`config.mk`:
```
export PLATFORM = sky130hd
export DESIGN_NAME = rgb_to_hsl_converter
export DESIGN_NICKNAME = d
export VERILOG_FILES = /design/src/design/rth_pkg.sv /design/src/design/rth_div.sv /design/src/design/rgb_to_hsl_converter.sv
export VERILOG_INCLUDE_DIRS = /design/src /design/src/design
export SDC_FILE = /design/constraint.sdc
export NUM_CORES = 1
export LEC_CHECK = 0
export BUFFER_PORTS_ARGS = -buffer_cell sky130_fd_sc_hd__buf_2
export CORE_MARGIN = 2
export CORE_UTILIZATION = 46
export DETAILED_ROUTE_END_ITERATION = 16
export PLACE_DENSITY_LB_ADDON = 0.15
export SYNTH_ARGS = -nofsm -noshare
export SYNTH_HDL_FRONTEND = slang
export SYNTH_SLANG_ARGS = --single-unit
```
`constraint.sdc`:
```
create_clock -name clk -period 27.2 [get_ports clk]
set_clock_uncertainty 0.1 [all_clocks]
set_input_delay 1.36 -clock clk [delete_from_list [all_inputs] [get_ports clk]]
set_output_delay 1.36 -clock clk [all_outputs]
set_load 0.005 [all_outputs]
```
`src/design/rgb_to_hsl_converter_defines.svh`:
```
// Assertion macros for the RGB to HSL converter.
// Needs a clock named clk and an active-low reset named rst_n in the using scope.
`ifndef RGB_TO_HSL_CONVERTER_DEFINES_SVH
`define RGB_TO_HSL_CONVERTER_DEFINES_SVH

// Same-cycle implication, checked out of reset.
`define RTH_ASSERT_IMPLY(label, ante, cons) \
  label: assert property (@(posedge clk) disable iff (!rst_n) (ante) |-> (cons)) \
    else $error("rgb_to_hsl_converter: implication check failed");

// Delayed implication; the delay is given by the argument n.
`define RTH_ASSERT_DELAY(label, ante, n, cons) \
  label: assert property (@(posedge clk) disable iff (!rst_n) (ante) |-> ##(n) (cons)) \
    else $error("rgb_to_hsl_converter: latency check failed");

`endif

```
`src/design/rth_pkg.sv`:
```
// Shared widths, constants and types of the RGB to HSL converter.
// No dependencies; used by rth_div and rgb_to_hsl_converter.
package rth_pkg;

  localparam int COMP_W  = 8;   // color component and alpha
  localparam int LIGHT_W = 9;   // max + min
  localparam int FRAC_W  = 16;  // hue and saturation fractions
  localparam int DIV_W   = 11;  // divider operands, up to 6 * 255
  localparam int QUOT_W  = FRAC_W + 1;  // one integer bit for full saturation

  localparam int DIV_STEPS_PER_STAGE = 4;

  localparam logic [LIGHT_W-1:0] SUM_HALF = 9'd255;
  localparam logic [LIGHT_W-1:0] SUM_FULL = 9'd510;

  typedef enum logic [1:0] {
    SEC_RED,
    SEC_GREEN,
    SEC_BLUE
  } sector_t;

endpackage

```
`src/design/rth_div.sv`:
```
// Pipelined restoring divider: floor(num * 2^16 / den) with one integer bit.
// Depends on rth_pkg. Requires num <= den; den of zero gives all ones.
module rth_div #(
  parameter int STEPS_PER_STAGE = rth_pkg::DIV_STEPS_PER_STAGE
) (
  input  logic                        clk,
  input  logic [rth_pkg::DIV_W-1:0]   in_num,
  input  logic [rth_pkg::DIV_W-1:0]   in_den,
  output logic [rth_pkg::QUOT_W-1:0]  out_quot
);

  localparam int DW     = rth_pkg::DIV_W;
  localparam int QW     = rth_pkg::QUOT_W;
  localparam int STAGES = (QW + STEPS_PER_STAGE - 1) / STEPS_PER_STAGE;

  logic [DW-1:0] rem_r [STAGES];
  logic [DW-1:0] den_r [STAGES];
  logic [QW-1:0] quo_r [STAGES];

  for (genvar s = 0; s < STAGES; s++) begin : g_stage
    logic [DW-1:0] rem_in;
    logic [DW-1:0] den_in;
    logic [QW-1:0] quo_in;
    logic [DW-1:0] rem_nxt;
    logic [QW-1:0] quo_nxt;

    if (s == 0) begin : g_first
      assign rem_in = in_num;
      assign den_in = in_den;
      assign quo_in = '0;
    end else begin : g_next
      assign rem_in = rem_r[s-1];
      assign den_in = den_r[s-1];
      assign quo_in = quo_r[s-1];
    end

    always_comb begin : p_steps
      logic [DW:0]   acc;
      logic [QW-1:0] q;
      acc = {1'b0, rem_in};
      q   = quo_in;
      for (int j = 0; j < STEPS_PER_STAGE; j++) begin
        if (s * STEPS_PER_STAGE + j < QW) begin
          // the first step yields the integer bit, so skip its doubling
          if (s * STEPS_PER_STAGE + j != 0) begin
            acc = {acc[DW-1:0], 1'b0};
          end
          if (acc >= {1'b0, den_in}) begin
            acc = acc - {1'b0, den_in};
            q   = {q[QW-2:0], 1'b1};
          end else begin
            q   = {q[QW-2:0], 1'b0};
          end
        end
      end
      rem_nxt = acc[DW-1:0];
      quo_nxt = q;
    end

    always_ff @(posedge clk) begin
      rem_r[s] <= rem_nxt;
      den_r[s] <= den_in;
      quo_r[s] <= quo_nxt;
    end
  end

  assign out_quot = quo_r[STAGES-1];

endmodule

```
`src/design/rgb_to_hsl_converter.sv`:
```
// RGB to HSL converter, one pixel word per clock.
// Depends on rth_pkg, rth_div and rgb_to_hsl_converter_defines.svh.
//
// Input channel: a word (in_red, in_green, in_blue, in_alpha) is taken at a
// rising edge where start is high and busy is low. busy stays low, so a new
// word may be offered on every clock.
// Result channel: out_valid is high for one cycle while out_hue,
// out_saturation, out_lightness_doubled and out_alpha_out hold the word.
// The receiver has no hold-off; every result must be taken when shown.
// Path: stage A register, stage B register, the divider stages and the output
// register, in that order; the default is 4 divider steps per stage.
// Throughput: one word per cycle. The depth is set by the two 17-bit
// quotient dividers (hue and saturation), each retiring STEPS_PER_STAGE
// quotient bits per pipeline stage.
// Reset: a synchronous low on rst_n clears every valid bit in the pipeline;
// words in flight are dropped. The data registers are not reset.
// Lightness comes out as max + min (0..510). A gray pixel gives hue and
// saturation of zero; full saturation reads 65535.
`include "rgb_to_hsl_converter_defines.svh"

module rgb_to_hsl_converter #(
  parameter int STEPS_PER_STAGE = rth_pkg::DIV_STEPS_PER_STAGE
) (
  input  logic                         clk,
  input  logic                         rst_n,
  input  logic                         start,
  output logic                         busy,
  input  logic [rth_pkg::COMP_W-1:0]   in_red,
  input  logic [rth_pkg::COMP_W-1:0]   in_green,
  input  logic [rth_pkg::COMP_W-1:0]   in_blue,
  input  logic [rth_pkg::COMP_W-1:0]   in_alpha,
  output logic                         out_valid,
  output logic [rth_pkg::FRAC_W-1:0]   out_hue,
  output logic [rth_pkg::FRAC_W-1:0]   out_saturation,
  output logic [rth_pkg::LIGHT_W-1:0]  out_lightness_doubled,
  output logic [rth_pkg::COMP_W-1:0]   out_alpha_out
);

  localparam int CW      = rth_pkg::COMP_W;
  localparam int LW      = rth_pkg::LIGHT_W;
  localparam int FW      = rth_pkg::FRAC_W;
  localparam int DW      = rth_pkg::DIV_W;
  localparam int QW      = rth_pkg::QUOT_W;
  localparam int STAGES  = (QW + STEPS_PER_STAGE - 1) / STEPS_PER_STAGE;
  localparam int LAT_CYC = STAGES + 3;

  typedef struct packed {
    logic          gray;
    logic [LW-1:0] sum;
    logic [CW-1:0] alpha;
  } side_t;

  // ---------------- stage A: max, min, winning channel
  logic [CW-1:0]    max_c, min_c;
  rth_pkg::sector_t sec_c;

  always_comb begin
    max_c = in_red;
    if (in_green > max_c) max_c = in_green;
    if (in_blue > max_c) max_c = in_blue;
    min_c = in_red;
    if (in_green < min_c) min_c = in_green;
    if (in_blue < min_c) min_c = in_blue;
    // ties go to red, then green
    if (max_c == in_red) begin
      sec_c = rth_pkg::SEC_RED;
    end else if (max_c == in_green) begin
      sec_c = rth_pkg::SEC_GREEN;
    end else begin
      sec_c = rth_pkg::SEC_BLUE;
    end
  end

  logic             v_a_r;
  logic [CW-1:0]    max_a_r, min_a_r, red_a_r, green_a_r, blue_a_r, alpha_a_r;
  rth_pkg::sector_t sec_a_r;

  assign busy = 1'b0;

  always_ff @(posedge clk) begin
    if (!rst_n) begin
      v_a_r <= 1'b0;
    end else begin
      v_a_r <= start && !busy;
    end
  end

  always_ff @(posedge clk) begin
    max_a_r   <= max_c;
    min_a_r   <= min_c;
    sec_a_r   <= sec_c;
    red_a_r   <= in_red;
    green_a_r <= in_green;
    blue_a_r  <= in_blue;
    alpha_a_r <= in_alpha;
  end

  // ---------------- stage B: divider operands
  logic [CW-1:0] d_c;
  logic [LW-1:0] sum_c;
  logic [LW-1:0] den_s_c;
  logic [DW-1:0] d6_c;
  logic [DW-1:0] num_h_c;

  always_comb begin
    d_c     = max_a_r - min_a_r;
    sum_c   = {1'b0, max_a_r} + {1'b0, min_a_r};
    den_s_c = (sum_c <= rth_pkg::SUM_HALF) ? sum_c : (rth_pkg::SUM_FULL - sum_c);
    d6_c    = {1'b0, d_c, 2'b00} + {2'b00, d_c, 1'b0};
    case (sec_a_r)
      rth_pkg::SEC_RED: begin
        if (green_a_r >= blue_a_r) begin
          num_h_c = {3'b000, green_a_r - blue_a_r};
        end else begin
          num_h_c = d6_c - {3'b000, blue_a_r - green_a_r};
        end
      end
      // 2d + b - r and 4d + r - g never go negative
      rth_pkg::SEC_GREEN: begin
        num_h_c = {2'b00, d_c, 1'b0} + {3'b000, blue_a_r} - {3'b000, red_a_r};
      end
      rth_pkg::SEC_BLUE: begin
        num_h_c = {1'b0, d_c, 2'b00} + {3'b000, red_a_r} - {3'b000, green_a_r};
      end
      default: begin
        num_h_c = '0;
      end
    endcase
  end

  logic          v_b_r;
  logic [DW-1:0] num_h_b_r, den_h_b_r, num_s_b_r, den_s_b_r;
  side_t         side_b_r;

  always_ff @(posedge clk) begin
    if (!rst_n) begin
      v_b_r <= 1'b0;
    end else begin
      v_b_r <= v_a_r;
    end
  end

  always_ff @(posedge clk) begin
    num_h_b_r      <= num_h_c;
    den_h_b_r      <= d6_c;
    num_s_b_r      <= {3'b000, d_c};
    den_s_b_r      <= {2'b00, den_s_c};
    side_b_r.gray  <= (d_c == '0);
    side_b_r.sum   <= sum_c;
    side_b_r.alpha <= alpha_a_r;
  end

  // ---------------- divider stages, side data travels alongside
  logic [QW-1:0] quot_h, quot_s;

  rth_div #(
    .STEPS_PER_STAGE (STEPS_PER_STAGE)
  ) u_div_hue (
    .clk      (clk),
    .in_num   (num_h_b_r),
    .in_den   (den_h_b_r),
    .out_quot (quot_h)
  );

  rth_div #(
    .STEPS_PER_STAGE (STEPS_PER_STAGE)
  ) u_div_sat (
    .clk      (clk),
    .in_num   (num_s_b_r),
    .in_den   (den_s_b_r),
    .out_quot (quot_s)
  );

  logic  v_p_r    [STAGES];
  side_t side_p_r [STAGES];

  always_ff @(posedge clk) begin
    if (!rst_n) begin
      for (int i = 0; i < STAGES; i++) begin
        v_p_r[i] <= 1'b0;
      end
    end else begin
      v_p_r[0] <= v_b_r;
      for (int i = 1; i < STAGES; i++) begin
        v_p_r[i] <= v_p_r[i-1];
      end
    end
  end

  always_ff @(posedge clk) begin
    side_p_r[0] <= side_b_r;
    for (int i = 1; i < STAGES; i++) begin
      side_p_r[i] <= side_p_r[i-1];
    end
  end

  // ---------------- output register
  logic          out_valid_r;
  logic [FW-1:0] hue_r, sat_r;
  logic [LW-1:0] light_r;
  logic [CW-1:0] alpha_r;
  side_t         side_last;

  assign side_last = side_p_r[STAGES-1];

  always_ff @(posedge clk) begin
    if (!rst_n) begin
      out_valid_r <= 1'b0;
    end else begin
      out_valid_r <= v_p_r[STAGES-1];
    end
  end

  always_ff @(posedge clk) begin
    // drop the quotients of a gray pixel, clamp a quotient of one
    if (side_last.gray) begin
      hue_r <= '0;
      sat_r <= '0;
    end else begin
      hue_r <= quot_h[FW-1:0];
      sat_r <= quot_s[QW-1] ? {FW{1'b1}} : quot_s[FW-1:0];
    end
    light_r <= side_last.sum;
    alpha_r <= side_last.alpha;
  end

  assign out_valid             = out_valid_r;
  assign out_hue               = hue_r;
  assign out_saturation        = sat_r;
  assign out_lightness_doubled = light_r;
  assign out_alpha_out         = alpha_r;

  // ---------------- checks
  `RTH_ASSERT_DELAY(a_word_arrives, start && !busy, LAT_CYC, out_valid)
  `RTH_ASSERT_IMPLY(a_no_stray_word, out_valid, $past(start && !busy, LAT_CYC))
  `RTH_ASSERT_IMPLY(a_hue_needs_sat, out_valid && (out_hue != '0), out_saturation != '0)

endmodule

```
Yosys cells after proc, flatten, opt, wreduce, memory -nomap -nowiden
Memories as Yosys holds them, arrays and structs flattened. A register that Yosys moved wholly into a read port is not among the register bits.
Index checks and enable logic that the tools add are counted.
{"block": "totals", "out_inout_bits": 51, "regBits": 142, "wordCells": 208, "mem_bits_rw": 485, "memories": 8}
{"name": "side_p_r", "depth": 5, "word_bits": 18, "rd": 5, "rd_clocked_by_memory_dff": 0, "wr": 5, "line_no": "rgb_to_hsl_converter.sv:175", "source": "side_t side_p_r [STAGES];"}
{"name": "u_div_hue.quo_r", "depth": 5, "word_bits": 17, "rd": 5, "rd_clocked_by_memory_dff": 1, "wr": 5, "line_no": "rth_div.sv:18", "source": "logic [QW-1:0] quo_r [STAGES];"}
{"name": "u_div_sat.quo_r", "depth": 5, "word_bits": 17, "rd": 5, "rd_clocked_by_memory_dff": 0, "wr": 5, "line_no": "rth_div.sv:18"}
{"name": "u_div_hue.den_r", "depth": 5, "word_bits": 11, "rd": 4, "rd_clocked_by_memory_dff": 0, "wr": 5, "line_no": "rth_div.sv:17", "source": "logic [DW-1:0] den_r [STAGES];"}
{"name": "u_div_hue.rem_r", "depth": 5, "word_bits": 11, "rd": 4, "rd_clocked_by_memory_dff": 0, "wr": 5, "line_no": "rth_div.sv:16", "source": "logic [DW-1:0] rem_r [STAGES];"}
{"name": "u_div_sat.den_r", "depth": 5, "word_bits": 11, "rd": 4, "rd_clocked_by_memory_dff": 0, "wr": 5, "line_no": "rth_div.sv:17"}
{"name": "2 more memories"}
{"block": "op_classes", "magnitude_cmp": 40, "reduce_logical": 3, "bitwise_logic": 5, "n_eq_ne": 4, "add_sub_neg": 45, "mux": 84}
{"operator": "$mux W11", "count": 35}
{"operator": "$ge A12 B11 Y1", "count": 29}
{"operator": "$sub A11 B11 Y11", "count": 30}
{"operator": "$mux W1", "count": 41}
{"operator": "$ge A12 B9 Y1", "count": 3}
{"operator": "$pmux W11 S3", "count": 1}
{"operator": "$sub A11 B9 Y11", "count": 3}
{"operator": "$mux W8", "count": 4}
{"operator": "$sub A8 B8 Y8", "count": 3}
{"operator": "$sub A11 B8 Y11", "count": 2}
{"operator": "$eq A8 B8 Y1", "count": 2}
{"operator": "$gt A8 B8 Y1", "count": 2}
{"operator": "$lt A8 B8 Y1", "count": 2}
{"operator": "$mux W16", "count": 1}
{"operator": "$add A10 B8 Y11", "count": 1}
{"operator": "$add A10 B9 Y11", "count": 1}
{"operator": "$ge A11 B11 Y1", "count": 1}
{"operator": "$sub A10 B8 Y11", "count": 1}
{"operator": "$add A9 B8 Y10", "count": 1}
{"operator": "$sub A8 B9 Y10", "count": 1}
{"operator": "$add A8 B8 Y9", "count": 1}
{"operator": "$ge A8 B9 Y1", "count": 1}
{"operator": "$le A9 B8 Y1 const B", "count": 1}
{"operator": "$mux W9", "count": 1}
{"operator": "other kinds (9)", "count": 13}

Longest topological paths before layout
An unclocked memory read counts as a cell.
{"block": "logic_depth", "ltp_word": 9, "depth_mapped": 46, "ltp_nobuf": 43}

Hierarchy
Synthesis repeated with hierarchy kept, for this count alone.
{"block": "unflattened", "hier_cells": 4008, "area_unflattened_um2": 35487.8}
{"module": "rth_div at u_div_sat", "area_per_inst_um2": 12846.1, "seq_area_each_um2": 2902.8, "cells_per_inst": 1524, "n_inst": 1}
{"module": "rth_div at u_div_hue", "area_per_inst_um2": 12308.1, "seq_area_each_um2": 2902.8, "cells_per_inst": 1482, "n_inst": 1}
{"module": "rgb_to_hsl_converter", "area_per_inst_um2": 10333.7, "seq_area_each_um2": 5004.8, "cells_per_inst": 1002, "n_inst": 1}

Least setup slack after synthesis
OpenSTA, ideal clock, no wires.
{"block": "synth_path", "path_type": "register to register", "start": "memory u_div_hue.den_r[0][12] in the netlist's numbering", "end": "memory u_div_sat.rem_r[0][25] in the netlist's numbering", "setup_slack_ps": 17693, "t_arrival_ps": 9284, "setup_ps": 123, "path_buffers": 4, "path_stages_with_launch": 41, "synth_period_minus_slack_ps": 9507, "path_cell_list": "dfxtp_1 > clkbuf_1 > clkinv_1 > ha_1 > or3b_1 > a211o_1 > a21oi_4 > inv_2 > nor2_1 > a21oi_1 > ha_1 > and4_1 > a21oi_1 > nand2_1 > a41o_1 > nor3_1 > and3_1 > buf_2 > (+5 left out) > or3_1 > a21oi_1 > or2_2 > a211oi_2 > clkbuf_1 > o221ai_1 > o31ai_1 > ha_1 > a21o_1 > a21o_1 > a21oi_1 > o21bai_1 > a211o_1 > or2_2 > mux2_2 > a31o_2 > buf_2 > mux2_1"}
{"element": "from (decl)", "line_no": "rth_div.sv:17"}
{"element": "to (decl)", "line_no": "rth_div.sv:16"}

==> results.toml <==
[layout]
final_cell_mix = "dfxtp_1 (510), ha_1 (394), nor2_1 (270)"
design.final.nets = 4140
layout_commonest_cell = "dfxtp_1"
area_growth_pct = 10.6
fill_cells = 6531
antenna_cells = 0
layout-drive-gt1-share_pct = 10.4

[sta]
hold_viol = 0
timing.final.max_slew_violations = 0
rsz0062_at_grt = "false"
worst_slew_pin_slew_ns = 1.06
tns_ns = 0
relSlewSlack_pct = 29.4
period_share_pct = 43.1
min_period_ns = 11.73
setup_viol = 0
max_freq_mhz = 85.3

[route]
drt_iter0_drc = 1441
drtAntennaViolNets = 0
drc = 0
wl_microns = 76200
wl_per_cell_microns = 16.4
dr.pass1.iters = 7
vias = 25100
viasPerCell = 5.39

[worst_hold_path]
worstHoldPathType = "reg2reg"

[synth]
synthDistinctLibCells = 100
synthXorXnorAreaFrac_pct = 6.69
synth_area_per_cell_sq_um = 8.98
yosysSeqAreaShare_pct = 31.8
synthMuxAreaShare_pct = 5.97
synthCells = 3580
yosysWarnings = 0
async_flop_share_pct = 0
syn_area_sq_mm = 0.0321
synth_compound_area_share_pct = 19.4
synth_top_family_by_area = "compound AO/OA/AOI/OAI gates"
yosys.area_share.simple_pct = 14.8
synth_edf_count = 0
synthFlopType = "dfxtp_1"
synthAdderAreaFrac_pct = 17.3
ys_seq_elements = 511
syn-num-nets = 4041

[clock_network]
cts_resized = 0
cts_hold_buf = 0
cts_buffers = 55
clk_pin_slew_ns = 0.07
cts-root-buf = "clkbuf_16"
cts_buffer_depth = 3
cts_tree = "yes"
post_cts_buffers = 0
cts_max_level = 2
cts.sinks = 511
clk_latency_ns = 0.62

[job]
drv_cap = 0

[worst_setup_path]
required_ns = 27.59
critPathKind = "reg2reg"
path_max_fanout = 26
cpPeakStageDelay_ns = 1.00
startpoint_type = "flop"
crit_top_cell = "a21oi_1"
worst-endpoint-arrival_ns = 12.12
critPathCaptureType = "flop"
slowest_stage = "dfxtp_1"

[outcome]
status = "completed"

[floorplan]
core_sq_mm = 0.0689
ios = 86
die_h_microns = 268
rows = 96
initial_core_util_pct = 46.6
die_w_microns = 268
die_area_sq_mm = 0.0720

[global_route]
grt_pass1_wl_microns = 123000
grt_overflow = 0
grt_pass1_vias = 24000
grt_max_degree = 33
antenna_found_initial = 0
grt_use_total_pct = 21.0

[place]
place.gp.congestion = 0.909
hpwl_microns = 59700
io_buffer_count = 84
-- worst paths after layout --
kind,cells past startpoint,slack [ns],start,endpoint
setup reg to reg,35,15.47,u_div_hue.den_r[0][12],u_div_sat.rem_r[0][25]
setup / recovery,35,15.47,u_div_hue.den_r[0][12],u_div_sat.rem_r[0][25]
hold reg to reg,0,0.22,u_div_hue.quo_r[1][3],u_div_hue.quo_r[2][7]
hold / removal,0,0.22,u_div_hue.quo_r[1][3],u_div_hue.quo_r[2][7]
-- Yosys cell counts (61+ instances only) --
master,count,area [sq um]
a21oi_1,264,1320
xor2_1,94,823
nand2_1,183,687
o21ai_0,192,961
nor2_1,270,1010
mux2_2,116,1310
xnor2_1,149,1310
o21a_1,65,488
dfxtp_1,511,10200
inv_1,259,972
nor3_1,70,350
nand2b_1,61,382
ha_1,394,4930
a21o_1,119,893
nor2b_1,96,601
-- logic make-up after synthesis --
family                   count (synthesis)
other                                    1
AO/OA/AOI/OAI                          953
flip-flops                             511
AND/OR/NAND/NOR                        948
XOR/XNOR                               244
multiplexers                           172
adder cells (fa/ha/maj)                426
buffers and inverters                  325
-- flip-flops by register name, summed over array words and instances (netlist names), 11 cells and up --
signal	cells
u_div_hue.quo_r	52
out_saturation	16
num_h_b_r	11
u_div_sat.quo_r	57
side_p_r	86
u_div_hue.rem_r	40
u_div_hue.den_r	40
u_div_sat.den_r	32
u_div_sat.rem_r	44
side_b_r	17
out_hue	16
-- stage by stage --
stage	util [%]	instances	instance area (sq um)	hold WS [ns]	worst slack [ns]
2_1_floorplan	-	3580	32100	0.210	17.69
3_3_place_gp	48.7	4553	33600	0.210	15.68
3_5_place_dp	48.7	4553	33600	0.212	15.52
4_1_cts	51.6	4655	35600	0.222	15.44
5_1_grt	51.6	4655	35600	0.228	14.51
6_report	51.6	4655	35600	0.219	15.47
-- per-layer routing --
metal  routed length, microns  vias to the layer above  track usage (%)
li1                         -                    13000                -
met4                     2100                        0             6.44
met2                    36100                      405             36.7
met5                        0                        -                0
met3                     2690                      107             2.68
met1                    35300                    11600             27.0
-- final cells by class --
cell class,count,area (sq um),area share [%]
clock inverters,44,557,1.57
flip-flops and latches,511,10200,28.8
inverters,268,1020,2.86
multi-input cells,2744,20700,58.1
well taps,931,1160,3.28
clock buffers,58,1400,3.93
repair buffers,99,533,1.50
-- critical path, delay by kind of cell (launching register included) --
| family | cells | cell delay, ns |
|---|---|---|
| buf+inv | 2 | 0.89 |
| mux | 3 | 0.93 |
| flops | 1 | 1.00 |
| compound gates | 18 | 4.93 |
| simple gates | 8 | 2.35 |
| fa+ha+maj | 4 | 1.40 |
Power is left out: the tool's default activity adds up to more than one toggle a clock period on the data nets, which glitch-free logic cannot reach.
